## src/hdl/fdj_pkg.sv

```systemverilog
// Shared types and constants of the frame drop and jitter generator.
package fdj_pkg;

    localparam logic [63:0] GOLDEN_INC  = 64'h9e3779b97f4a7c15;
    localparam logic [63:0] DROP_SALT   = 64'ha0761d6478bd642f;
    localparam logic [63:0] MIX_MUL_A   = 64'hbf58476d1ce4e5b9;
    localparam logic [63:0] MIX_MUL_B   = 64'h94d049bb133111eb;
    localparam logic [63:0] NS_PER_S    = 64'd1000000000;
    localparam logic [6:0]  PERCENT_ALL = 7'd100;

    localparam int QUEUE_DEPTH_DEFAULT = 2;
    localparam int DIVISOR_W           = 32;
    localparam int PERIOD_W            = 30;
    localparam int ADDR_W              = 6;

    // Register indexes (byte address / 8)
    localparam logic [2:0] REG_FPS      = 3'd0;
    localparam logic [2:0] REG_JITTER   = 3'd1;
    localparam logic [2:0] REG_SIZE     = 3'd2;
    localparam logic [2:0] REG_SEED     = 3'd3;
    localparam logic [2:0] REG_INTERVAL = 3'd4;
    localparam logic [2:0] REG_PERCENT  = 3'd5;
    localparam logic [2:0] REG_BURST    = 3'd6;

    typedef struct packed {
        logic [16:0] frames_per_second;
        logic [19:0] max_jitter_us;
        logic [31:0] frame_size;
        logic [63:0] hash_seed;
        logic [15:0] periodic_drop_interval;
        logic [6:0]  drop_chance_percent;
        logic [15:0] burst_length;
    } cfg_t;

    typedef struct packed {
        logic [63:0] id;
        logic        first_of_pull;
    } frame_item_t;

endpackage

```

## src/hdl/fdj_queue.sv

```systemverilog
// Small register queue between the front and back parts.
module fdj_queue #(
    parameter int DEPTH = fdj_pkg::QUEUE_DEPTH_DEFAULT
) (
    input  logic                 clk,
    input  logic                 rst_n,
    input  logic                 push,
    input  fdj_pkg::frame_item_t push_item,
    output logic                 full,
    input  logic                 pop,
    output fdj_pkg::frame_item_t pop_item,
    output logic                 not_empty
);
    localparam int PTR_W = (DEPTH > 1) ? $clog2(DEPTH) : 1;
    localparam int CNT_W = $clog2(DEPTH + 1);

    fdj_pkg::frame_item_t entry_reg [DEPTH];
    logic [PTR_W-1:0] wr_reg, rd_reg;
    logic [CNT_W-1:0] cnt_reg;

    function automatic logic [PTR_W-1:0] bump(input logic [PTR_W-1:0] p);
        return (p == PTR_W'(DEPTH - 1)) ? '0 : PTR_W'(p + 1'b1);
    endfunction

    assign full      = cnt_reg == CNT_W'(DEPTH);
    assign not_empty = cnt_reg != '0;
    assign pop_item  = entry_reg[rd_reg];

    always_ff @(posedge clk or negedge rst_n)
    begin
        if (!rst_n)
        begin
            wr_reg  <= '0;
            rd_reg  <= '0;
            cnt_reg <= '0;
        end
        else
        begin
            if (push)
                wr_reg <= bump(wr_reg);
            if (pop)
                rd_reg <= bump(rd_reg);
            if (push && !pop)
                cnt_reg <= cnt_reg + 1'b1;
            else if (pop && !push)
                cnt_reg <= cnt_reg - 1'b1;
        end
    end

    always_ff @(posedge clk)
    begin
        if (push)
            entry_reg[wr_reg] <= push_item;
    end
endmodule

```

## config.mk

```make
export PLATFORM = sky130hd
export DESIGN_NAME = fdj_queue
export DESIGN_NICKNAME = d
export VERILOG_FILES = /design/src/hdl/fdj_pkg.sv /design/src/hdl/fdj_queue.sv
export SDC_FILE = /design/constraint.sdc
export NUM_CORES = 1
export LEC_CHECK = 0
export ABC_AREA = 1
export BUFFER_PORTS_ARGS = -buffer_cell sky130_fd_sc_hd__buf_2
export CAP_MARGIN = 25
export CORE_MARGIN = 10
export CORE_UTILIZATION = 45
export CTS_CLUSTER_DIAMETER = 80
export CTS_CLUSTER_SIZE = 40
export DETAILED_ROUTE_END_ITERATION = 12
export GPL_ROUTABILITY_DRIVEN = 0
export HOLD_SLACK_MARGIN = 0.12
export PLACE_DENSITY = 0.68
export SETUP_SLACK_MARGIN = 0.4
export SLEW_MARGIN = 40
export SYNTH_ARGS = -nofsm -noshare
export SYNTH_HDL_FRONTEND = slang
export SYNTH_SLANG_ARGS = --single-unit
```

## constraint.sdc

```tcl
create_clock -name clk -period 11.32 [get_ports clk]
set_input_delay 0.566 -clock clk [delete_from_list [all_inputs] [get_ports clk]]
set_output_delay 0.566 -clock clk [all_outputs]
set_load 0.05 [all_outputs]
```

# [Word level (Yosys, flattened, before mapping)]
# Memories as Yosys holds them, arrays and structs flattened.
# Cells that the tools add are included.
# Widths: inputs -> output; s select.
[classes] shifts=0 n_reduce_logical=6 order_cmp=0 bitwise_logic=0 n_mul=0 addsub=4 mux=6 eq_ne=1 n_div=0
[ops] cell="$mux 1" count=4
[ops] cell="$mux 2" count=2
[ops] cell="$reduce_bool 2->1" count=2
[ops] cell="$add 1x1->1 const B" count=2
[ops] cell="$add 2x1->2 const B" count=1
[ops] cell="$eq 2x2->1 const B" count=1
[ops] cell="$logic_and 1x1->1" count=2
[ops] cell="$logic_not 1->1" count=2
[ops] cell="$sub 2x1->2 const B" count=1
[word_totals] ramBits=130 wordCells=21 latchBits=0 mem_count=1 reg_bits=4 output_inout_bits=67 mem_bits_ro=0
[mem_list] name="entry_reg" depth=2 word_bits=65 rd=1 rd_clocked_by_memory_dff=0 write_ports=1 line_no="fdj_queue.sv:17" source="fdj_pkg::frame_item_t entry_reg [DEPTH];"

# [Depth between registers and ports, before layout]
# Gate-level depths: netlist (run 1).
[logic_depth] word_depth=4 mapped_depth=7 ltp_nobuf=7

# [Least setup slack after synthesis (run 1)]
# OpenSTA, ideal clock, no wires.
[synth_path] kind="input to register" from="input port push" to="memory entry_reg[0][0] (netlist bit), enable pin" setup_slack_ps=7498 t_required_ps=10830 path_buffers=0 arrival_ps=3332 stages=2 cell_sequence="inv_1 > nor2_1"
[synth_via] elab_chain_cells=2
[synth_lines] element="from (decl)" line_no="fdj_queue.sv:7" source="input logic push,"
[synth_lines] element="$mux 1" line_no="fdj_queue.sv:52" source="if (push)"
[synth_lines] element="$mux 1 (not written as such)" line_no="fdj_queue.sv:53" source="entry_reg[wr_reg] <= push_item;"
[synth_lines] element="to (decl)" line_no="fdj_queue.sv:17"
# No other way between the ends.

==> reports/metrics.cfg, run 1 <==
[worst_setup_path]
crit_type=reg -> out
crit_required_ns=10.75
worst-r2r-cell-count=3
critPathMaxFanout=29
cp_num_cells=3
crit_path_end_kind=output pin
worstSetupEndpoint=pop_item[51]
crit_path_start=rd_reg$_DFFE_PN0P_
crit_family=flip-flops
worstSetupStartpointType=register
crit_slowest_cell=dfrtp_4
r2r_end=entry_reg[1][35]$_DFFE_PP_
r2r_slack_ns=9.37
worst-path-buf-inv=2
reg2reg_from=wr_reg$_DFFE_PN0P_
path_cells=buf_12, mux2_2, buf_2
cp.arrival_ns=1.78
max_stage_delay_ns=0.52

[synthesis]
synth_warnings=0
synth_nets=297
yosysSeqAreaShare_pct=79.15
synth.most_common_cell=edfxtp_1
synth_cells=227
synth_edf_count=130
syn_area_per_cell_um2=22.28
synth_area_leaders=edfxtp_1, mux2_4, mux2_2, dfrtp_1, buf_6
synth_top_area_share_pct=77.17
synth-seq-cells=134
synthArstFlopShare_pct=2.985
yosysUniqueCellTypes=14
synth.top_cells.by_count=edfxtp_1, mux2_4, mux2_2
syn_area_mm2=0.005059
synth_top_area_cell=edfxtp_1
synth-main-ff-cell=edfxtp_1

[cts]
insertion_delay_ns=0.40
cts_max_level=4
cts.sinks=134
cts_buffer_depth=2
cts.clk_slew.worst_paths_ns=0.06
clockRootBuffer=clkbuf_16
cts_tree=built
postCtsSetupBuffers=0
cts_buffers=17

[sta]
relSlewSlack_pct=55.68
finalSetupViolCount=0
post-route-min-period_ns=2.343
worst_pin_slew_ns=0.6639
report.final.slew_viol_count=0
hold_violations=0
fin_worst_skew_ns=0.007423
clock.fmax_mhz=426.9
rsz0062_at_grt=no
fin_crit_sh_pct=20.70
fin_setup_tns_ns=0

[route]
drtPass1Iterations=6
drc=0
viasPerCell=4.844
drtIter0Drc=117
final_antenna_net_count=0
via_count=2577
wl_per_cell_um=17.94
wirelength_um=9544

[finish]
fin_nets=450
drive_gt1_share_pct=59.69
fillerInstances=860
postLayoutCoreUtil_pct=59.45
largest_reg_flops=130
synthToLayoutAreaGrowth_pct=28.52
num_antenna_cells=0

[run_status]
outcome=completed

[power]
power.leakage_uw=0.002619
cellPowerDensity_mw_per_mm2=309.5
peakVddDrop_mv=0.1785

[job]
drv_cap=0

[floorplanning]
die_h_um=126.0
fp.coreArea_mm2=0.01094
rows=38
pin_count=136
start_util_pct=46.26
dieArea_mm2=0.01588
die-width_um=126.0

[worst_hold_path]
hold_start=push_item[46]
hp-class=in -> reg

[global_routing]
grt_max_degree=39
grtUsageTotal_pct=12.28
gr-total-overflow=0
grt_pass1_vias=2875
grt_pass1_wl_um=15410
grt_antenna_before_repair=0

[place]
hpwl_um=6752
portBuffers=135

## per-stage QoR
step | cells | worst slack [ns] | instance area (um^2) | hold WS (ns) | power [uW]
floorplan | 227 | 7.498 | 5059 | 0.2704 | 1347
detailed placement | 499 | 8.893 | 5909 | 0.3795 | 1507
global placement | 497 | 8.901 | 5869 | 0.3761 | 1487
CTS | 531 | 8.949 | 6490 | 0.3333 | 2039
global route | 532 | 8.914 | 6501 | 0.3311 | 2100
finish | 532 | 8.977 | 6501 | 0.3541 | 2012
## worst min path at each step
stage	end	slack [ns]	cells past startpoint
after floorplan	cnt_reg[0]$_DFFE_PN0P_	0.27	0
final	entry_reg[1][46]$_DFFE_PP_	0.35	1
after global routing	entry_reg[1][46]$_DFFE_PP_	0.33	1
after detailed placement	wr_reg$_DFFE_PN0P_	0.38	1
after CTS	entry_reg[0][62]$_DFFE_PP_	0.33	1
after global placement	wr_reg$_DFFE_PN0P_	0.38	1
## placed cells by master (no fill, tap or decap), drive strengths merged
cell / instances
xnor2: 1
clkinvlp: 1
nor2: 2
inv: 7
clkbuf: 20
dfrtp: 4
nand3: 1
clkinv: 7
dlygate4sd3: 1
nand2: 6
buf: 140
xor2: 2
edfxtp: 130
bufinv: 3
ha: 1
nand4: 1
mux2: 65
## worst register-to-register path, cell delays in order (launching register included)
cell,delay [ns]
dfrtp_1,0.42
nand2_1,0.09
inv_2,0.49
buf_4,0.57
## per-layer routing
| layer | share of wire, % | global-route usage [%] |
|---|---|---|
| met5 | 0 | 0 |
| met4 | 0.91 | 4.220 |
| met3 | 9.4 | 6.292 |
| met2 | 48 | 18.96 |
| met1 | 42 | 14.51 |
## cell families after synthesis
logic type,after synthesis,synth area share (%)
buf+inv,14,1.830
simple gates,10,0.8162
flops,134,79.15
fa+ha+maj,1,0.2473
mux,65,17.44
xor+xnor,3,0.5195
## report_power, final
part | switching [uW] | internal [uW] | leakage (uW)
Sequential | 31.8 | 661 | 0.00127
Combinational | 550 | 242 | 0.00107
Clock | 186 | 342 | 0.000278
## layout make-up
| type | count | area (um^2) | area share, % |
|---|---|---|---|
| Sequential cell | 134 | 4008 | 61.64 |
| Multi-Input combinational cell | 79 | 969.7 | 14.92 |
| Timing Repair Buffer | 141 | 752.0 | 11.57 |
| Clock buffer | 20 | 436.7 | 6.717 |
| Tap cell | 140 | 175.2 | 2.694 |
| Clock inverter | 11 | 133.9 | 2.059 |
| Inverter | 7 | 26.28 | 0.4042 |
## timing repair
item / in CTS / in global routing
hold endpoints to repair: 4 / 0
gates resized for setup: 0 / 0
hold buffers: 1 / 0
Power figures use the tool's default switching activity.
==> inputs of run 2 (changes only) <==
--- a/config.mk
+++ b/config.mk
@@ -5,7 +5,7 @@
 export SDC_FILE = /design/constraint.sdc
 export NUM_CORES = 1
 export LEC_CHECK = 0
-export ABC_AREA = 1
+export ABC_AREA = 0
 export BUFFER_PORTS_ARGS = -buffer_cell sky130_fd_sc_hd__buf_2
 export CAP_MARGIN = 25
 export CORE_MARGIN = 10
@@ -15,7 +15,7 @@
 export DETAILED_ROUTE_END_ITERATION = 12
 export GPL_ROUTABILITY_DRIVEN = 0
 export HOLD_SLACK_MARGIN = 0.12
-export PLACE_DENSITY = 0.68
+export PLACE_DENSITY = 0.71
 export SETUP_SLACK_MARGIN = 0.4
 export SLEW_MARGIN = 40
 export SYNTH_ARGS = -nofsm -noshare
==> constraint.sdc (replaced) <==
create_clock -name clk -period 2.1 [get_ports clk]
set_input_delay 0.105 -clock clk [delete_from_list [all_inputs] [get_ports clk]]
set_output_delay 0.105 -clock clk [all_outputs]
set_load 0.05 [all_outputs]
==> run 2 against run 1 <==
  * First-iteration DRC count up 4.3%
  * Clock power rose to 5.5 times the previous value
  * Sequential power rose to 5.4 times the previous value
  * Core utilization up 13 points
  * Synthesized cell count down 4.0%
  * Total power rose to 6.2 times the previous value
  * Hold slack worse by 0.035 ns
  * Cell count up 14%
  * Combinational power rose to 7.3 times the previous value
  * Largest power group unchanged
==> reports/metrics.cfg, run 2 <==
[synthesis]
synth-xor-area-share_pct=0.8687  ; +0.35 points
synth_top_area_cell=edfxtp_1
synthAdderAreaFrac_pct=0.2482  ; +0.00086 points
synth_top_family_by_area=multiplexers
syn_area_per_cell_um2=23.12  ; +3.8%
yosysUniqueCellTypes=14  ; unchanged
synth_compound_area_share_pct=0  ; unchanged
synth-main-ff-cell=edfxtp_1
synth_edf_count=130  ; unchanged
synth-seq-cells=134  ; unchanged
syn_area_mm2=0.005041  ; -0.35%
synth_warnings=0  ; unchanged
synth.top_cells.by_count=edfxtp_1, mux2_4, mux2_2
synth_top_area_share_pct=77.44  ; +0.27 points
synthMuxAreaShare_pct=17.50  ; +0.061 points
synth_area_leaders=edfxtp_1, mux2_4, mux2_2, dfrtp_1, buf_6
synthSimpleGateAreaFrac_pct=0.5709  ; -0.25 points
synthArstFlopShare_pct=2.985  ; unchanged
synth_nets=288  ; -3.0%
synth.most_common_cell=edfxtp_1
yosysSeqAreaShare_pct=79.42  ; +0.28 points
synth_cells=218  ; -4.0%

[worst_hold_path]
worstHoldEndpoint=entry_reg[1][43]$_DFFE_PP_
hold_start=push_item[43]
holdPathStages=2  ; +1
hp-class=in -> reg

[cts]
cts_buffer_depth=2  ; unchanged
cts.clk_slew.worst_paths_ns=0.06  ; about the same
cts.sinks=134  ; unchanged
cts_tree=built
clockRootBuffer=clkbuf_8
cts_max_level=4  ; unchanged
insertion_delay_ns=0.51  ; +0.11 ns
cts_buffers=17  ; unchanged

[sta]
fin_worst_skew_ns=0.006642  ; -0.0007802 ns
hold_violations=0  ; unchanged
finalSetupViolCount=0  ; unchanged
clock.fmax_mhz=525.5
report.final.slew_viol_count=0  ; unchanged
fin_crit_sh_pct=90.62
post-route-min-period_ns=1.903
rsz0062_at_grt=yes
relSlewSlack_pct=76.60  ; +21 points
worst_pin_slew_ns=0.3511  ; -0.3128 ns
fin_setup_tns_ns=0  ; unchanged

[worst_setup_path]
crit_family=flip-flops
reg2reg_from=wr_reg$_DFFE_PN0P_
worst-path-buf-inv=3  ; +1
crit_path_end_kind=output pin
worstSetupStartpointType=register
critPathMaxFanout=8  ; -72%
crit_required_ns=2.00  ; -8.75 ns
crit_slowest_cell=dfrtp_4
r2r_end=entry_reg[1][7]$_DFFE_PP_
cp_common_cell=buf_8
r2r_slack_ns=0.65  ; -8.72 ns
path_cells=buf_8, clkbuf_16, mux2_4, buf_8
crit_type=reg -> out
max_stage_delay_ns=0.50  ; -0.02 ns
cp.arrival_ns=1.80  ; +0.02 ns
worst-r2r-cell-count=2  ; -1

[global_routing]
grt_pass1_wl_um=17220  ; +12%
grt_max_degree=48  ; +23%
gr-total-overflow=0  ; unchanged
grt_pass1_vias=3267  ; +14%
grtUsageTotal_pct=13.83  ; +1.5 points
grt_antenna_before_repair=1  ; +1

[power]
power.leakage_uw=0.003136  ; +20%
power_uw=12400  ; +520%
peakVddDrop_mv=1.010  ; +470%
cellPowerDensity_mw_per_mm2=1580  ; +410%

[finish]
layout_common_cells=edfxtp_1, buf_2, dlygate4sd3_1
num_antenna_cells=0  ; unchanged
layout_commonest_cell=edfxtp_1
postLayoutCoreUtil_pct=72.06  ; +13 points
largest_reg_flops=130  ; unchanged
fin_nets=524  ; +16%
drive_gt1_share_pct=54.82  ; -4.9 points
synthToLayoutAreaGrowth_pct=55.65

[route]
wl_per_cell_um=19.77  ; +10%
drc=0  ; unchanged
drtIter0Drc=122  ; +4.3%
final_antenna_net_count=0  ; unchanged
via_count=2914  ; +13%
wirelength_um=12000  ; +26%
drtPass1Iterations=7  ; +1
viasPerCell=4.801  ; -0.89%

[floorplanning]
fp.coreArea_mm2=0.01089  ; -0.44%
pin_count=136  ; unchanged
die-width_um=125.8  ; -0.15%
start_util_pct=46.30  ; about the same
dieArea_mm2=0.01584  ; -0.29%
rows=38  ; unchanged
die_h_um=125.8  ; -0.15%

[place]
portBuffers=135  ; unchanged
hpwl_um=6855  ; +1.5%

[run_status]
outcome=completed

[job]
drv_cap=0  ; unchanged

-- run 2: cell count changes after synthesis, sizes merged --
cell / delta
inv: -6
nand2: -6
nor2b: +2
xor2: +2
and2: +1
nand3: -1
nand4: -1
nor2: -1
or2: +1
-- run 2: cell families (layout without fill, tap and decap cells) --
| kind of cell | after synthesis | in the layout |
|---|---|---|
| buf+inv | 8 | 257 |
| mux | 65 | 65 |
| xor+xnor | 5 | 5 |
| fa+ha+maj | 1 | 1 |
| simple gates | 5 | 5 |
| flops | 134 | 134 |
-- run 2: metrics by stage --
stage / worst slack, ns / instance area [um^2] / instances / hold slack, ns
5_1_grt: 0.1460 / 7846 / 607 / 0.3016
6_report: 0.1970 / 7846 / 607 / 0.3188
3_5_place_dp: 0.3834 / 5934 / 492 / -0.07872
3_3_place_gp: 0.3897 / 5934 / 492 / -0.08400
2_1_floorplan: 0.2886 / 5050 / 218 / -0.1906
4_1_cts: 0.1380 / 7378 / 596 / 0.2884
-- run 2: power breakdown --
| group | internal [uW] | total [uW] | switching [uW] |
|---|---|---|---|
| Clock | 1810 | 2920 | 1110 |
| Sequential | 3560 | 3720 | 160 |
| Combinational | 2450 | 5760 | 3310 |
-- run 2: final cells by class --
type	count	area (um^2)
timing repair buffer	224	2088
clock buffer	17	414.1
fill	670	3042
clock inverter	15	180.2
inverter	1	3.754
sequential	134	4008
tap	140	175.2
multi-input combinational	76	977.2
-- run 2: timing repair --
action | CTS | global route
endpoints found under the hold margin | 138 | 0
endpoints found under the setup margin | 65 | 65
cloned | 0 | 6
gates resized for setup | 46 | 105
setup buffers | 3 | 5
hold buffers | 69 | 0
-- run 2: how the worst max path moves through the flow --
| stage | endpoint | start | slack (ns) | cells after the start |
|---|---|---|---|---|
| after floorplan | entry_reg[0][0]$_DFFE_PP_ | wr_reg$_DFFE_PN0P_ | 0.29 | 1 |
| after global placement | pop_item[44] | rd_reg$_DFFE_PN0P_ | 0.39 | 3 |
| after detailed placement | pop_item[51] | rd_reg$_DFFE_PN0P_ | 0.38 | 3 |
| after CTS | pop_item[43] | rd_reg$_DFFE_PN0P_ | 0.14 | 3 |
| after global routing | pop_item[9] | rd_reg$_DFFE_PN0P_ | 0.15 | 4 |
| final | pop_item[9] | rd_reg$_DFFE_PN0P_ | 0.20 | 4 |
-- run 2: metal layers --
| metal | vias up | track usage, % | wire length, um |
|---|---|---|---|
| li1 | 1334 | - | - |
| met1 | 1450 | 14.68 | 4552 |
| met2 | 117 | 23.24 | 6260 |
| met3 | 11 | 7.299 | 1099 |
| met4 | 2 | 4.555 | 80 |
| met5 | - | 0 | 7 |
