$ cat src/hdl/fdj_pkg.sv
// Shared types and constants of the frame drop and jitter generator.
package fdj_pkg;

    localparam logic [63:0] GOLDEN_INC  = 64'h9e3779b97f4a7c15;
    localparam logic [63:0] DROP_SALT   = 64'ha0761d6478bd642f;
    localparam logic [63:0] MIX_MUL_A   = 64'hbf58476d1ce4e5b9;
    localparam logic [63:0] MIX_MUL_B   = 64'h94d049bb133111eb;
    localparam logic [63:0] NS_PER_S    = 64'd1000000000;
    localparam logic [6:0]  PERCENT_ALL = 7'd100;

    localparam int QUEUE_DEPTH_DEFAULT = 2;
    localparam int DIVISOR_W           = 32;
    localparam int PERIOD_W            = 30;
    localparam int ADDR_W              = 6;

    // Register indexes (byte address / 8)
    localparam logic [2:0] REG_FPS      = 3'd0;
    localparam logic [2:0] REG_JITTER   = 3'd1;
    localparam logic [2:0] REG_SIZE     = 3'd2;
    localparam logic [2:0] REG_SEED     = 3'd3;
    localparam logic [2:0] REG_INTERVAL = 3'd4;
    localparam logic [2:0] REG_PERCENT  = 3'd5;
    localparam logic [2:0] REG_BURST    = 3'd6;

    typedef struct packed {
        logic [16:0] frames_per_second;
        logic [19:0] max_jitter_us;
        logic [31:0] frame_size;
        logic [63:0] hash_seed;
        logic [15:0] periodic_drop_interval;
        logic [6:0]  drop_chance_percent;
        logic [15:0] burst_length;
    } cfg_t;

    typedef struct packed {
        logic [63:0] id;
        logic        first_of_pull;
    } frame_item_t;

endpackage

$ cat src/hdl/fdj_front.sv
// Front part: accept frame ticks and assign frame ids.
module fdj_front (
    input  logic                 clk,
    input  logic                 rst_n,
    input  logic                 in_valid,
    output logic                 in_stall,
    input  logic                 restart_stream,
    input  logic                 first_of_pull,
    input  logic                 q_full,
    output logic                 push,
    output fdj_pkg::frame_item_t push_item
);
    logic [63:0] next_id_reg, next_id_next;
    logic [63:0] id;

    assign in_stall = q_full;
    assign push     = in_valid && !q_full;
    // restart comes first: the id restarts at zero for this frame
    assign id       = restart_stream ? 64'd0 : next_id_reg;

    assign push_item.id            = id;
    assign push_item.first_of_pull = first_of_pull;

    assign next_id_next = push ? id + 64'd1 : next_id_reg;

    always_ff @(posedge clk or negedge rst_n)
    begin
        if (!rst_n)
            next_id_reg <= '0;
        else
            next_id_reg <= next_id_next;
    end
endmodule

$ cat config.mk
export PLATFORM = sky130hd
export DESIGN_NAME = fdj_front
export DESIGN_NICKNAME = d
export VERILOG_FILES = /design/src/hdl/fdj_pkg.sv /design/src/hdl/fdj_front.sv
export SDC_FILE = /design/constraint.sdc
export NUM_CORES = 1
export LEC_CHECK = 0
export BUFFER_PORTS_ARGS = -buffer_cell sky130_fd_sc_hd__clkbuf_2
export CAP_MARGIN = 20
export CELL_PAD_IN_SITES_DETAIL_PLACEMENT = 1
export CELL_PAD_IN_SITES_GLOBAL_PLACEMENT = 2
export CORE_ASPECT_RATIO = 1.4
export CORE_UTILIZATION = 36
export CTS_CLUSTER_DIAMETER = 40
export DETAILED_ROUTE_END_ITERATION = 7
export MAX_ROUTING_LAYER = met4
export PLACE_DENSITY_LB_ADDON = 0.1
export SYNTH_ARGS = -nofsm -noshare
export SYNTH_HDL_FRONTEND = slang
export SYNTH_SLANG_ARGS = --single-unit
$ cat constraint.sdc
create_clock -name clk -period 6.4 [get_ports clk]
set_clock_uncertainty 0.05 [all_clocks]
set_input_delay 1.28 -clock clk [delete_from_list [all_inputs] [get_ports clk]]
set_output_delay 1.28 -clock clk [all_outputs]
set_load 0.02 [all_outputs]
# After elaboration in Yosys (flattened, before gate mapping)
# Cells that the tools add are included.
# classes
add_sub_neg,1
muxes,1
reduce_logical,2
# op_table
cell,count
$add 64x1->64 const B,1
$mux 64,1
$logic_and 1x1->1,1
$logic_not 1->1,1
# totals
register_bits,64
inputBits,6
output_inout_bits,67
word_cells,5

# Depth between registers and ports, before layout
# Gate-level depths: netlist (run 1).
# depth
depth_word,2
ltp_mapped,10
ltp_nobuf,7

# Worst setup path before layout (run 1)
# No wires, ideal clock.
# synth_path
path_kind,input-to-reg
from,in restart_stream
to,reg next_id_reg[60]
setup_ns,0.121
arrival_time_ns,3.971
required_time_ns,6.229
setup_slack_ns,2.257
cell_stages,10
n_path_buf,3
path_cell_list,clkbuf_1 -> clkbuf_1 -> clkbuf_1 -> nor2b_1 -> ha_1 -> nand4b_1 -> nor4_2 -> nand4_1 -> or4_4 -> xor2_1
# synth_lines
element,line,source
start: declaration,fdj_front.sv:7,"input logic restart_stream,"
end signal: assignment,fdj_front.sv:31,next_id_reg <= next_id_next;
end: declaration,fdj_front.sv:13,"logic [63:0] next_id_reg, next_id_next;"

==> Flow_metrics.wiki, run 1 <==
{| class="wikitable"
! Metric !! Value
|-
| Post-Layout Cell Count || about 660
|-
| Number of resized instances in the post-cts repair step || 0
|-
| Cell Chain, Critical Path || buf_2 -> buf_4 -> nand2b_4 -> inv_1 -> clkbuf_2
|-
| CP endpoint kind || primary output
|-
| Global-route wire length before repair || around 19000 um
|-
| Number of hold buffers added after CTS || 0
|-
| Clock tree from TritonCTS || yes
|-
| Number of storage elements in the synthesis netlist || 64
|-
| Top-area cell type share of the netlist area || 0.413
|-
| Part of the total power dissipated in sequential elements || 0.417
|-
| Post-Synthesis Mean Instance Area || around 8.6 um2
|-
| Input/output buffers || 70
|-
| Routed Antenna Nets || 0
|-
| Peak supply drop || around 130 uV
|-
| EDFF count, synth || 0
|-
| DIE HEIGHT || 125 um
|-
| Top cell type by total area after synthesis || sky130_fd_sc_hd__dfrtp_1
|-
| Diodes inserted || 0
|-
| Half-perimeter wire length of the detailed placement result || around 8000 um
|-
| Data required time of the critical path || 5070 ps
|-
| Distinct cell type count of the synthesized netlist || 36
|-
| Critical path class || input port to primary output
|-
| Clock root buffer || sky130_fd_sc_hd__clkbuf_16
|-
| Endpoints failing setup || 0
|-
| Proportion of synthesized chip area in sequential cells || 0.413
|-
| Via count of the first global-routing pass || about 3600
|-
| Via count || 3447
|-
| Tightest Hold Check Type || register to register
|-
| Slew at the pin with the worst max-slew slack || 858 ps
|-
| Top FF cell, synth || sky130_fd_sc_hd__dfrtp_1
|-
| Initial antenna violation count || 0
|-
| Power Dens Cells || 217 mW/mm2
|-
| Final GP Congestion || ~0.8
|-
| TritonCTS sink count || 64
|-
| CTS HTree Levels || 3
|-
| Placeable core region || around 0.010 mm2
|-
| Run status || completed
|-
| Share of synthesized flip-flops with an asynchronous set or reset || 1.00
|-
| Maximum number of pins on one net before global-route repair || 65
|-
| Remaining global-route overflow || 0
|-
| Total GRT Usage || 0.225
|-
| Max Fclk || ~0.26 GHz
|-
| Flip-flop count of the largest register, all copies and words added || 64
|-
| Clock Tree Buf Depth || 2
|-
| Total Power Consumption || 1.01 mW
|-
| Post-CTS setup buffer count || 0
|-
| Number of standard-cell rows in the floorplan || between 40 and 50
|-
| Worst-path clk slew || 60 ps
|-
| YS warnings || 0
|-
| Net count reported at finish || between 500 and 600
|-
| Sw power || around 240 uW
|-
| TritonCTS buffer count || 9
|-
| Placed cell count || between 600 and 700
|-
| Count of TritonRoute iterations in the first routing pass || 4
|-
| Data arrival time of the worst path || 2580 ps
|-
| Max-slew violation count || 0
|-
| Relative slew slack || 0.428
|-
| Max capacitance violation total || 0
|-
| Slowest CP cell || sky130_fd_sc_hd__buf_2
|-
| Average vias per placed instance || 5.24
|-
| Fraction of power consumed by the clock network || 0.531
|-
| Leading cell types by total area after synthesis || sky130_fd_sc_hd__dfrtp_1 41%, sky130_fd_sc_hd__nor2b_1 9.5%, sky130_fd_sc_hd__nand2_1 8.9%
|-
| Die ar. || roughly 0.011 mm2
|-
| Unrepaired setup endpoints after global routing || false
|-
| Clock latency reported for the late side of the worst-skew pair || 330 ps
|-
| Internal power of the cells || 776 uW
|-
| Crit path buf inv count || 4
|-
| Final critical delay including setup and external delays || between 3000 and 4000 ps
|-
| Drt initial violations || 98
|-
| Number of standard cells after synthesis || between 400 and 500
|-
| Final cycle utilization of the critical path || 0.611
|-
| Aggregate routed wire length || roughly 11000 um
|-
| Family with the most delay on the worst path || buffers and inverters
|-
| Filler cells || about 1200
|-
| Top-Level Pins || 73
|-
| Leading cell type in the layout, fill and taps excluded || sky130_fd_sc_hd__nand2_1
|-
| Total Neg Setup Slack || 0 ps
|-
| Critical-path maximum fanout || 33
|-
| Sw frac || 0.234
|-
| Most used cells in the layout excluding fill and tap cells || 91 x sky130_fd_sc_hd__nand2_1, 69 x sky130_fd_sc_hd__clkbuf_2, 64 x sky130_fd_sc_hd__dfrtp_1
|-
| Avg WL per Cell || ~17 um
|-
| Width of the die || between 80 and 90 um
|-
| Initial core utilization || 0.372
|-
| CP peak stage delay || ~500 ps
|-
| Fraction of layout cells with a size suffix above 1 || 0.188
|-
| Combinational power share || 0.051
|-
| Count of final hold-check violations || 0
|-
| Post-synth net total || roughly 460
|-
| Worst Setup Start Kind || input port
|-
| Post-route DRC violation count || 0
|-
| Combined area of all synthesized cells || 0.00387 mm2
|-
| LEAKAGE || slightly below 2 nW
|-
| Signed area change from the synthesized netlist to the final layout || 20.5%
|}
==> cell families after synthesis <==
kind of cell | share of synthesized area
and+or+nand+nor | 0.410
DFF | 0.413
adders and majority gates | 0.00323
xor gates and xnor gates | 0.131
AOI/OAI and AO/OA | 0.0113
muxes | 0.00258
buffers and inverters | 0.0284
==> synthesized netlist by cell type (all sizes together) (4+ instances only) <==
library cell   n
nand2         92
xor2          25
clkbuf        15
buf            5
dfrtp         64
and4           8
and4b          8
and2           8
nor4          10
nand4b         5
nor2b         59
inv            7
nand3         22
nor2          23
o21ai          4
nand4         18
xnor2         33
nor3          18
and3           8
==> through the flow <==
step	util	hold WS, ps	area (um2)	setup slack [ps]
after floorplan	-	426	3870	2260
after global placement	0.418	462	4350	2410
after detailed placement	0.418	463	4350	2260
after CTS	0.449	479	4670	2440
after global routing	0.449	536	4670	2370
final	0.449	473	4670	2490
==> layer usage <==
metal | part of all wire | global-route usage | vias up
li1 | - | - | 1643
met1 | 0.41 | 0.252 | 1726
met2 | 0.54 | 0.397 | 61
met3 | 0.022 | 0.0298 | 17
met4 | 0.021 | 0.0822 | 0
met5 | 0 | - | -
==> power by group through the flow <==
stage	Sequential, mW	Combinational, mW	Clock [mW]
5_1_grt	0.424	0.0592	0.559
3_3_place_gp	0.429	0.0525	0
2_1_floorplan	0.426	0.0327	0
6_report	0.423	0.0518	0.538
4_1_cts	0.422	0.0537	0.545
3_5_place_dp	0.429	0.0535	0
==> path summary, 6_finish.rpt <==
check	slack, ps	cells after the start	start	end
setup / recovery	2490	5	restart_stream	push_item[46]
hold / removal	470	2	next_id_reg[1]	next_id_reg[1]
setup reg to reg	3560	7	next_id_reg[1]	next_id_reg[60]
hold reg to reg	470	2	next_id_reg[1]	next_id_reg[1]
max in group asynchronous	4650	2	rst_n	next_id_reg[48]
min in group asynchronous	1090	2	rst_n	next_id_reg[38]
==> worst register-to-register path: stages (launching register included) <==
cell and delay, ps:
sky130_fd_sc_hd__dfrtp_1 370, sky130_fd_sc_hd__nor2b_1 190, sky130_fd_sc_hd__ha_1 290, sky130_fd_sc_hd__nand4b_1 200
sky130_fd_sc_hd__nor4_2 530, sky130_fd_sc_hd__nand4_1 340, sky130_fd_sc_hd__or4_4 590, sky130_fd_sc_hd__xor2_1 160
==> layout make-up <==
type	instances	area (um2)	share of cell area
multi-input cells	359	2170	0.464
flip-flops and latches	64	1600	0.343
repair buffers	74	380	0.0815
clock buffers	10	239	0.0512
well taps	138	173	0.0370
clock inverters	6	82.6	0.0177
inverters	7	26.3	0.00563
Power figures use the tool's default switching activity.
==> inputs of run 2 (changes only) <==
ABC_AREA = 1   (was default)
CORE_UTILIZATION = 28   (was 36)
clock period = 3.3 ns   (was 6.4 ns; I/O delays follow)
==> run 2 against run 1 <==
Sequential power up 89%. Synthesized cell count grew 69%. Via count rose by 40%. Clock-buffer cell count is 2 higher. First-iteration DRC count grew 46%. Wire length up 58%. Flip-flop and latch count stayed put.
==> Flow_metrics.wiki, run 2 <==
{| class="wikitable"
! Metric !! Value
|-
| Run status || completed
|-
| Diodes inserted || 0 (unchanged)
|-
| Flip-flop count of the largest register, all copies and words added || 64 (unchanged)
|-
| Worst Setup Slack, final || 898 ps (-1590 ps)
|-
| Post-placement worst setup slack || 592 ps (-1670 ps)
|-
| Routed Antenna Nets || 0 (unchanged)
|-
| Top-area cell type share of the netlist area || 0.334 (-0.0792)
|-
| Placeable core region || 0.0167 mm2 (+61%)
|-
| Number of storage elements in the synthesis netlist || 64 (unchanged)
|-
| Proportion of synthesized chip area in sequential cells || 0.334 (-0.0792)
|-
| Hold slack || 265 ps (-209 ps)
|-
| DIE HEIGHT || 157 um (+26%)
|-
| Final cycle utilization of the critical path || 0.728
|-
| Initial antenna violation count || 0 (unchanged)
|-
| Critical-path maximum fanout || 14 (-58%)
|-
| Most common cell in the netlist || sky130_fd_sc_hd__nand2_1
|-
| YS warnings || 0 (unchanged)
|-
| Total Neg Setup Slack || 0 ps (unchanged)
|-
| Multi-input combinational cell area || 0.00255 mm2 (+18%)
|-
| Data arrival time of the worst path || 1690 ps (-890 ps)
|-
| Most used cells in the layout excluding fill and tap cells || 254 x sky130_fd_sc_hd__nand2_1, 133 x sky130_fd_sc_hd__inv_1, 116 x sky130_fd_sc_hd__nor2_1
|-
| Leading cell type in the layout, fill and taps excluded || sky130_fd_sc_hd__nand2_1
|-
| Number of resized instances in the post-cts repair step || 0 (unchanged)
|-
| Total GRT Usage || 0.220 (-0.00546)
|-
| Endpoints failing setup || 0 (unchanged)
|-
| CP peak stage delay || 380 ps (-120 ps)
|-
| Number of standard-cell rows in the floorplan || 56 (+27%)
|-
| Share of synthesized flip-flops with an asynchronous set or reset || 1.00 (unchanged)
|-
| LEAKAGE || 2.87 nW (+47%)
|-
| Post-CTS setup buffer count || 0 (unchanged)
|-
| Aggregate routed wire length || 17800 um (+58%)
|-
| Die ar. || 0.0177 mm2 (+58%)
|-
| Sw frac || 0.241 (+0.00645)
|-
| Worst-path clk slew || 60 ps (about the same)
|-
| Signed area change from the synthesized netlist to the final layout || 17.5%
|-
| Clock root buffer || sky130_fd_sc_hd__clkbuf_16
|-
| Post-synth net total || 766 (+68%)
|-
| Via count of the first global-routing pass || 5136 (+42%)
|-
| Data required time of the critical path || 2590 ps (-2480 ps)
|-
| Worst Setup Start Kind || input port
|-
| Input/output buffers || 70 (unchanged)
|-
| EDFF count, synth || 0 (unchanged)
|-
| Width of the die || 113 um (+26%)
|-
| Slowest CP cell || sky130_fd_sc_hd__nor2_1
|-
| Leading cell types by total area after synthesis || sky130_fd_sc_hd__dfrtp_1 33%, sky130_fd_sc_hd__nand2_1 20%, sky130_fd_sc_hd__inv_1 10%
|-
| Tightest Hold Check Type || input port to asynchronous set/reset pin
|-
| Sw power || 450 uW (+90%)
|-
| Family with the most delay on the worst path || buffers and inverters
|-
| Maximum number of pins on one net before global-route repair || 65 (unchanged)
|-
| Top cells by count, synth || 254 x sky130_fd_sc_hd__nand2_1, 133 x sky130_fd_sc_hd__inv_1, 116 x sky130_fd_sc_hd__nor2_1, 73 x sky130_fd_sc_hd__nand3_1, 64 x sky130_fd_sc_hd__dfrtp_1
|-
| Number of standard cells after synthesis || 759 (+69%)
|-
| Internal power of the cells || 1.42 mW (+83%)
|-
| Cell Chain, Critical Path || clkbuf_2 -> buf_4 -> nor2_1 -> clkbuf_2
|-
| Unrepaired setup endpoints after global routing || false
|-
| Clock Tree Buf Depth || 2 (unchanged)
|-
| Slew at the pin with the worst max-slew slack || 436 ps (-422 ps)
|-
| TritonCTS sink count || 64 (unchanged)
|-
| Power Dens Cells || 332 mW/mm2 (+53%)
|-
| Top cell type by total area after synthesis || sky130_fd_sc_hd__dfrtp_1
|-
| Peak supply drop || 142 uV (+11%)
|-
| Critical path class || input port to primary output
|-
| Global-route wire length before repair || 28200 um (+52%)
|-
| Filler cells || 2209 (+78%)
|-
| Initial core utilization || 0.286 (-0.0862)
|-
| Seq. cell area || 0.00160 mm2 (unchanged)
|-
| Max capacitance violation total || 0 (unchanged)
|-
| Depth of the worst register-to-register path || 12 (+5)
|-
| Half-perimeter wire length of the detailed placement result || 14100 um (+77%)
|-
| Path length in cells of the critical path || 4 (-1)
|-
| Distinct cell type count of the synthesized netlist || 26 (-28%)
|-
| Via count || 4823 (+40%)
|-
| Combined area of all synthesized cells || 0.00479 mm2 (+24%)
|-
| Post-Synthesis Mean Instance Area || 6.32 um2 (-27%)
|-
| Cell mode on critical path || sky130_fd_sc_hd__clkbuf_2
|-
| Avg WL per Cell || 17.2 um (+0.40%)
|-
| CP endpoint kind || primary output
|-
| Fraction of layout cells with a size suffix above 1 || 0.172 (-0.0166)
|-
| Drt initial violations || 143 (+46%)
|-
| Clock latency reported for the late side of the worst-skew pair || 340 ps (about the same)
|-
| Number of hold buffers added after CTS || 0 (unchanged)
|-
| Max Fclk || 0.416 GHz
|-
| Part of the total power dissipated in sequential elements || 0.427 (+0.010)
|-
| Average vias per placed instance || 4.66 (-11%)
|-
| Post-route DRC violation count || 0 (unchanged)
|-
| Fraction of power consumed by the clock network || 0.520 (-0.011)
|-
| Count of final hold-check violations || 0 (unchanged)
|-
| CTS HTree Levels || 3 (unchanged)
|-
| Clock tree from TritonCTS || yes
|-
| TritonCTS buffer count || 9 (unchanged)
|-
| Final GP Congestion || 0.852 (+7.1%)
|-
| Top-Level Pins || 73 (unchanged)
|-
| Count of TritonRoute iterations in the first routing pass || 4 (unchanged)
|-
| Remaining global-route overflow || 0 (unchanged)
|-
| Crit path buf inv count || 3 (-1)
|-
| Top FF cell, synth || sky130_fd_sc_hd__dfrtp_1
|-
| Combinational power share || 0.053 (+0.002)
|-
| Final critical delay including setup and external delays || 2400 ps
|-
| Net count reported at finish || 835 (+60%)
|-
| Max-slew violation count || 0 (unchanged)
|-
| Total Power Consumption || 1.87 mW (+84%)
|-
| Relative slew slack || 0.708 (+0.280)
|}
## run 2: changes by cell type in the layout (fill, tap and decap cells not counted), sizes merged, moves of 18 or more
cell / delta
nor2b: -58
nand2: +171
nor2: +131
nand3: +55
xnor2: -18
inv: +128
## run 2: layout make-up
type	count	area share
Sequential cell	64	0.284
Timing Repair Buffer	75	0.0755
Clock inverter	3	0.00755
Tap cell	203	0.0451
Multi-Input combinational cell	542	0.453
Inverter	136	0.0908
Clock buffer	12	0.0437
## run 2: per-layer routing
layer	vias to the layer above	wire length, um	global-route usage	share of wire
met5	-	0	-	0
met4	0	620	0.0914	0.035
met3	24	402	0.0271	0.023
met2	97	9310	0.407	0.52
met1	2320	7510	0.235	0.42
li1	2382	-	-	-
## run 2: final timing paths
path                                start         endpoint  slack (ps)
min in group clk           next_id_reg[0]   next_id_reg[0]         460
setup reg to reg           next_id_reg[1]  next_id_reg[38]        1180
setup / recovery           restart_stream    push_item[25]         900
hold reg to reg            next_id_reg[0]   next_id_reg[0]         460
max in group asynchronous           rst_n  next_id_reg[37]        2570
hold / removal                      rst_n  next_id_reg[10]         260
## run 2: cell families after synthesis
family / after synthesis / share of synthesized area
AND/OR/NAND/NOR: 505 / 0.469
buffers and inverters: 153 / 0.133
flip-flops: 64 / 0.334
XOR/XNOR: 28 / 0.0512
AO/OA/AOI/OAI: 8 / 0.00939
adder cells (fa/ha/maj): 1 / 0.00261
## run 2: power by group through the flow
stage / Sequential (mW) / Combinational, mW / Clock, mW
after floorplan: 0.811 / 0.0626 / 0
final: 0.798 / 0.0985 / 0.972
after global placement: 0.812 / 0.101 / 0
after CTS: 0.798 / 0.103 / 1.01
after detailed placement: 0.812 / 0.103 / 0
after global routing: 0.799 / 0.112 / 1.03
## run 2: per-stage QoR
step	utilization	cells	area [um2]
after global routing	0.336	1035	5630
after global placement	0.319	1020	5350
after detailed placement	0.319	1020	5350
after floorplan	-	759	4790
after CTS	0.336	1035	5630
final	0.336	1035	5630
==> inputs of run 3 (changes only) <==
clock period = 2 ns   (was 3.3 ns; I/O delays follow)
==> run 3 against run 2 <==
Die area did not move. Wire length rose by 7.7%. Critical path type is now register to register. Final area rose by 19%. Clock-buffer cell count did not move. Power rose by 77%.
==> Flow_metrics.wiki, run 3 (synthesized netlist as in run 2, its figures left out) <==
{| class="wikitable"
! Metric !! Value
|-
| Run status || completed
|-
| DIE HEIGHT || 157 um (unchanged)
|-
| Avg WL per Cell || 16.6 um (-3.6%)
|-
| Half-perimeter wire length of the detailed placement result || 15300 um (+8.0%)
|-
| Post-placement worst setup slack || -283 ps (-875 ps)
|-
| Filler cells || 2212 (+0.14%)
|-
| Relative slew slack || 0.737 (+0.0292)
|-
| TritonCTS buffer count || 9 (unchanged)
|-
| Count of TritonRoute iterations in the first routing pass || 4 (unchanged)
|-
| Reg2reg setup slack || 20 ps (-1160 ps)
|-
| Signed area change from the synthesized netlist to the final layout || 39.7%
|-
| Hold slack || 36.6 ps (-228 ps)
|-
| Worst Setup Start Kind || register
|-
| Most used cells in the layout excluding fill and tap cells || 248 x sky130_fd_sc_hd__nand2_1, 131 x sky130_fd_sc_hd__inv_1, 119 x sky130_fd_sc_hd__buf_4
|-
| Data arrival time of the worst path || 2190 ps (+500 ps)
|-
| Post-route DRC violation count || 0 (unchanged)
|-
| Fraction of layout cells with a size suffix above 1 || 0.297 (+0.125)
|-
| Final critical delay including setup and external delays || 1980 ps
|-
| Unrepaired setup endpoints after global routing || true
|-
| Worst-path clk slew || 60 ps (about the same)
|-
| Power Dens Cells || 493 mW/mm2 (+49%)
|-
| Critical path class || register to register
|-
| Routed Antenna Nets || 0 (unchanged)
|-
| Clock latency reported for the late side of the worst-skew pair || 340 ps (about the same)
|-
| Max-slew violation count || 0 (unchanged)
|-
| Average vias per placed instance || 4.55 (-2.3%)
|-
| Max Fclk || roughly 0.51 GHz
|-
| Area after detailed placement || 0.00622 mm2 (+16%)
|-
| Drt initial violations || 152 (+6.3%)
|-
| Net count reported at finish || 956 (+14%)
|-
| Max capacitance violation total || 0 (unchanged)
|-
| LEAKAGE || 3.52 nW (+23%)
|-
| CP endpoint kind || register
|-
| Clock tree from TritonCTS || yes
|-
| Tightest Hold Check Type || input port to asynchronous set/reset pin
|-
| Die ar. || 0.0177 mm2 (unchanged)
|-
| Clock Tree Buf Depth || 2 (unchanged)
|-
| Width of the die || 113 um (unchanged)
|-
| Endpoints failing setup || 0 (unchanged)
|-
| Seq. cell area || 0.00160 mm2 (unchanged)
|-
| Number of standard-cell rows in the floorplan || 56 (unchanged)
|-
| TritonCTS sink count || 64 (unchanged)
|-
| Remaining global-route overflow || 0 (unchanged)
|-
| Top-Level Pins || 73 (unchanged)
|-
| Slew at the pin with the worst max-slew slack || 394 ps (-42.2 ps)
|-
| CTS HTree Levels || 3 (unchanged)
|-
| Final GP Congestion || 0.829 (-2.8%)
|-
| Data required time of the critical path || 2220 ps (-370 ps)
|-
| Peak supply drop || 308 uV (+120%)
|-
| Placeable core region || 0.0167 mm2 (unchanged)
|-
| Initial antenna violation count || 0 (unchanged)
|-
| Total GRT Usage || 0.233 (+0.0127)
|-
| Reg-to-Reg End || next_id_reg[20]
|-
| Via count || 5261 (+9.1%)
|-
| Worst Setup Slack, final || 22.5 ps (-875 ps)
|-
| Initial core utilization || 0.286 (unchanged)
|-
| Startpoint of the worst register-to-register path || next_id_reg[0]
|-
| Final non-filler cell area || 0.00670 mm2 (+19%)
|-
| Clock root buffer || sky130_fd_sc_hd__clkbuf_16
|-
| Final cycle utilization of the critical path || 0.989
|-
| Flip-flop count of the largest register, all copies and words added || 64 (unchanged)
|-
| Via count of the first global-routing pass || 5640 (+9.8%)
|-
| Global-route wire length before repair || 29800 um (+5.7%)
|-
| Number of hold buffers added after CTS || 0 (unchanged)
|-
| Leading cell type in the layout, fill and taps excluded || sky130_fd_sc_hd__nand2_1
|-
| Input/output buffers || 70 (unchanged)
|-
| Diodes inserted || 0 (unchanged)
|-
| Critical-path maximum fanout || 5 (-9)
|-
| Count of final hold-check violations || 0 (unchanged)
|-
| Maximum number of pins on one net before global-route repair || 65 (unchanged)
|-
| Multi-input combinational cell area || 0.00266 mm2 (+4.3%)
|-
| Depth of the worst register-to-register path || 11 (-1)
|-
| Layout Utilization || 0.400 (+0.0634)
|-
| Aggregate routed wire length || 19200 um (+7.7%)
|}
## run 3: cell count changes in the layout (fill, tap and decap cells not counted), sizes merged
| cell | previous run | this run |
|---|---|---|
| nor2 | 154 | 156 |
| buf | 6 | 125 |
| bufinv | 1 | 2 |
| clkinvlp | 1 | 0 |
## run 3: layout make-up
type | count | area share
Multi-Input combinational cell | 544 | 0.398
Sequential cell | 64 | 0.239
Timing Repair Buffer | 194 | 0.201
Inverter | 136 | 0.0764
Clock buffer | 12 | 0.0383
Tap cell | 203 | 0.0379
Clock inverter | 3 | 0.00972
## run 3: power by group
part	total (mW)	internal, mW	switching, mW
logic	0.217	0.0735	0.144
clock network	1.77	1.15	0.615
registers	1.32	1.31	0.0119
## run 3: worst max-delay path, stage by stage, from the launching register on
cell	delay [ps]
sky130_fd_sc_hd__dfrtp_1	380
sky130_fd_sc_hd__inv_2	70
sky130_fd_sc_hd__nor2_4	120
sky130_fd_sc_hd__ha_4	160
sky130_fd_sc_hd__nand2_4	50
sky130_fd_sc_hd__nor2_4	130
sky130_fd_sc_hd__nand3_4	90
sky130_fd_sc_hd__nor2_4	240
sky130_fd_sc_hd__nand2_4	150
sky130_fd_sc_hd__nor2_4	220
sky130_fd_sc_hd__buf_4	150
sky130_fd_sc_hd__xnor2_1	100
## run 3: worst max path at each step
stage	from	to	slack, ps	cells after the start
3_3_place_gp	restart_stream	next_id_reg[58]	-200	13
5_1_grt	next_id_reg[0]	next_id_reg[48]	-120	12
3_5_place_dp	restart_stream	next_id_reg[62]	-280	13
2_1_floorplan	restart_stream	next_id_reg[34]	-240	14
4_1_cts	next_id_reg[0]	next_id_reg[38]	2	12
6_report	next_id_reg[0]	next_id_reg[20]	20	11
## run 3: through the flow
step | total power, mW | setup TNS, ps | cells
4_1_cts | 3.34 | 0 | 1149
3_3_place_gp | 1.54 | -5280 | 1131
6_report | 3.30 | 0 | 1156
3_5_place_dp | 1.55 | -8100 | 1131
5_1_grt | 3.43 | -1150 | 1156
2_1_floorplan | 1.45 | -4420 | 759
## run 3: timing repair
action,in CTS,in global routing
buffers inserted,2,6
gates cloned,1,1
pin swaps,4,19
resized for setup,2,21
setup endpoints to repair,13,21
## run 3: metal layers
layer	vias to the layer above	wire length [um]	track usage
met5	-	0	-
met4	0	637	0.0965
met3	26	464	0.0263
met2	89	10400	0.437
met1	2518	7680	0.245
li1	2628	-	-
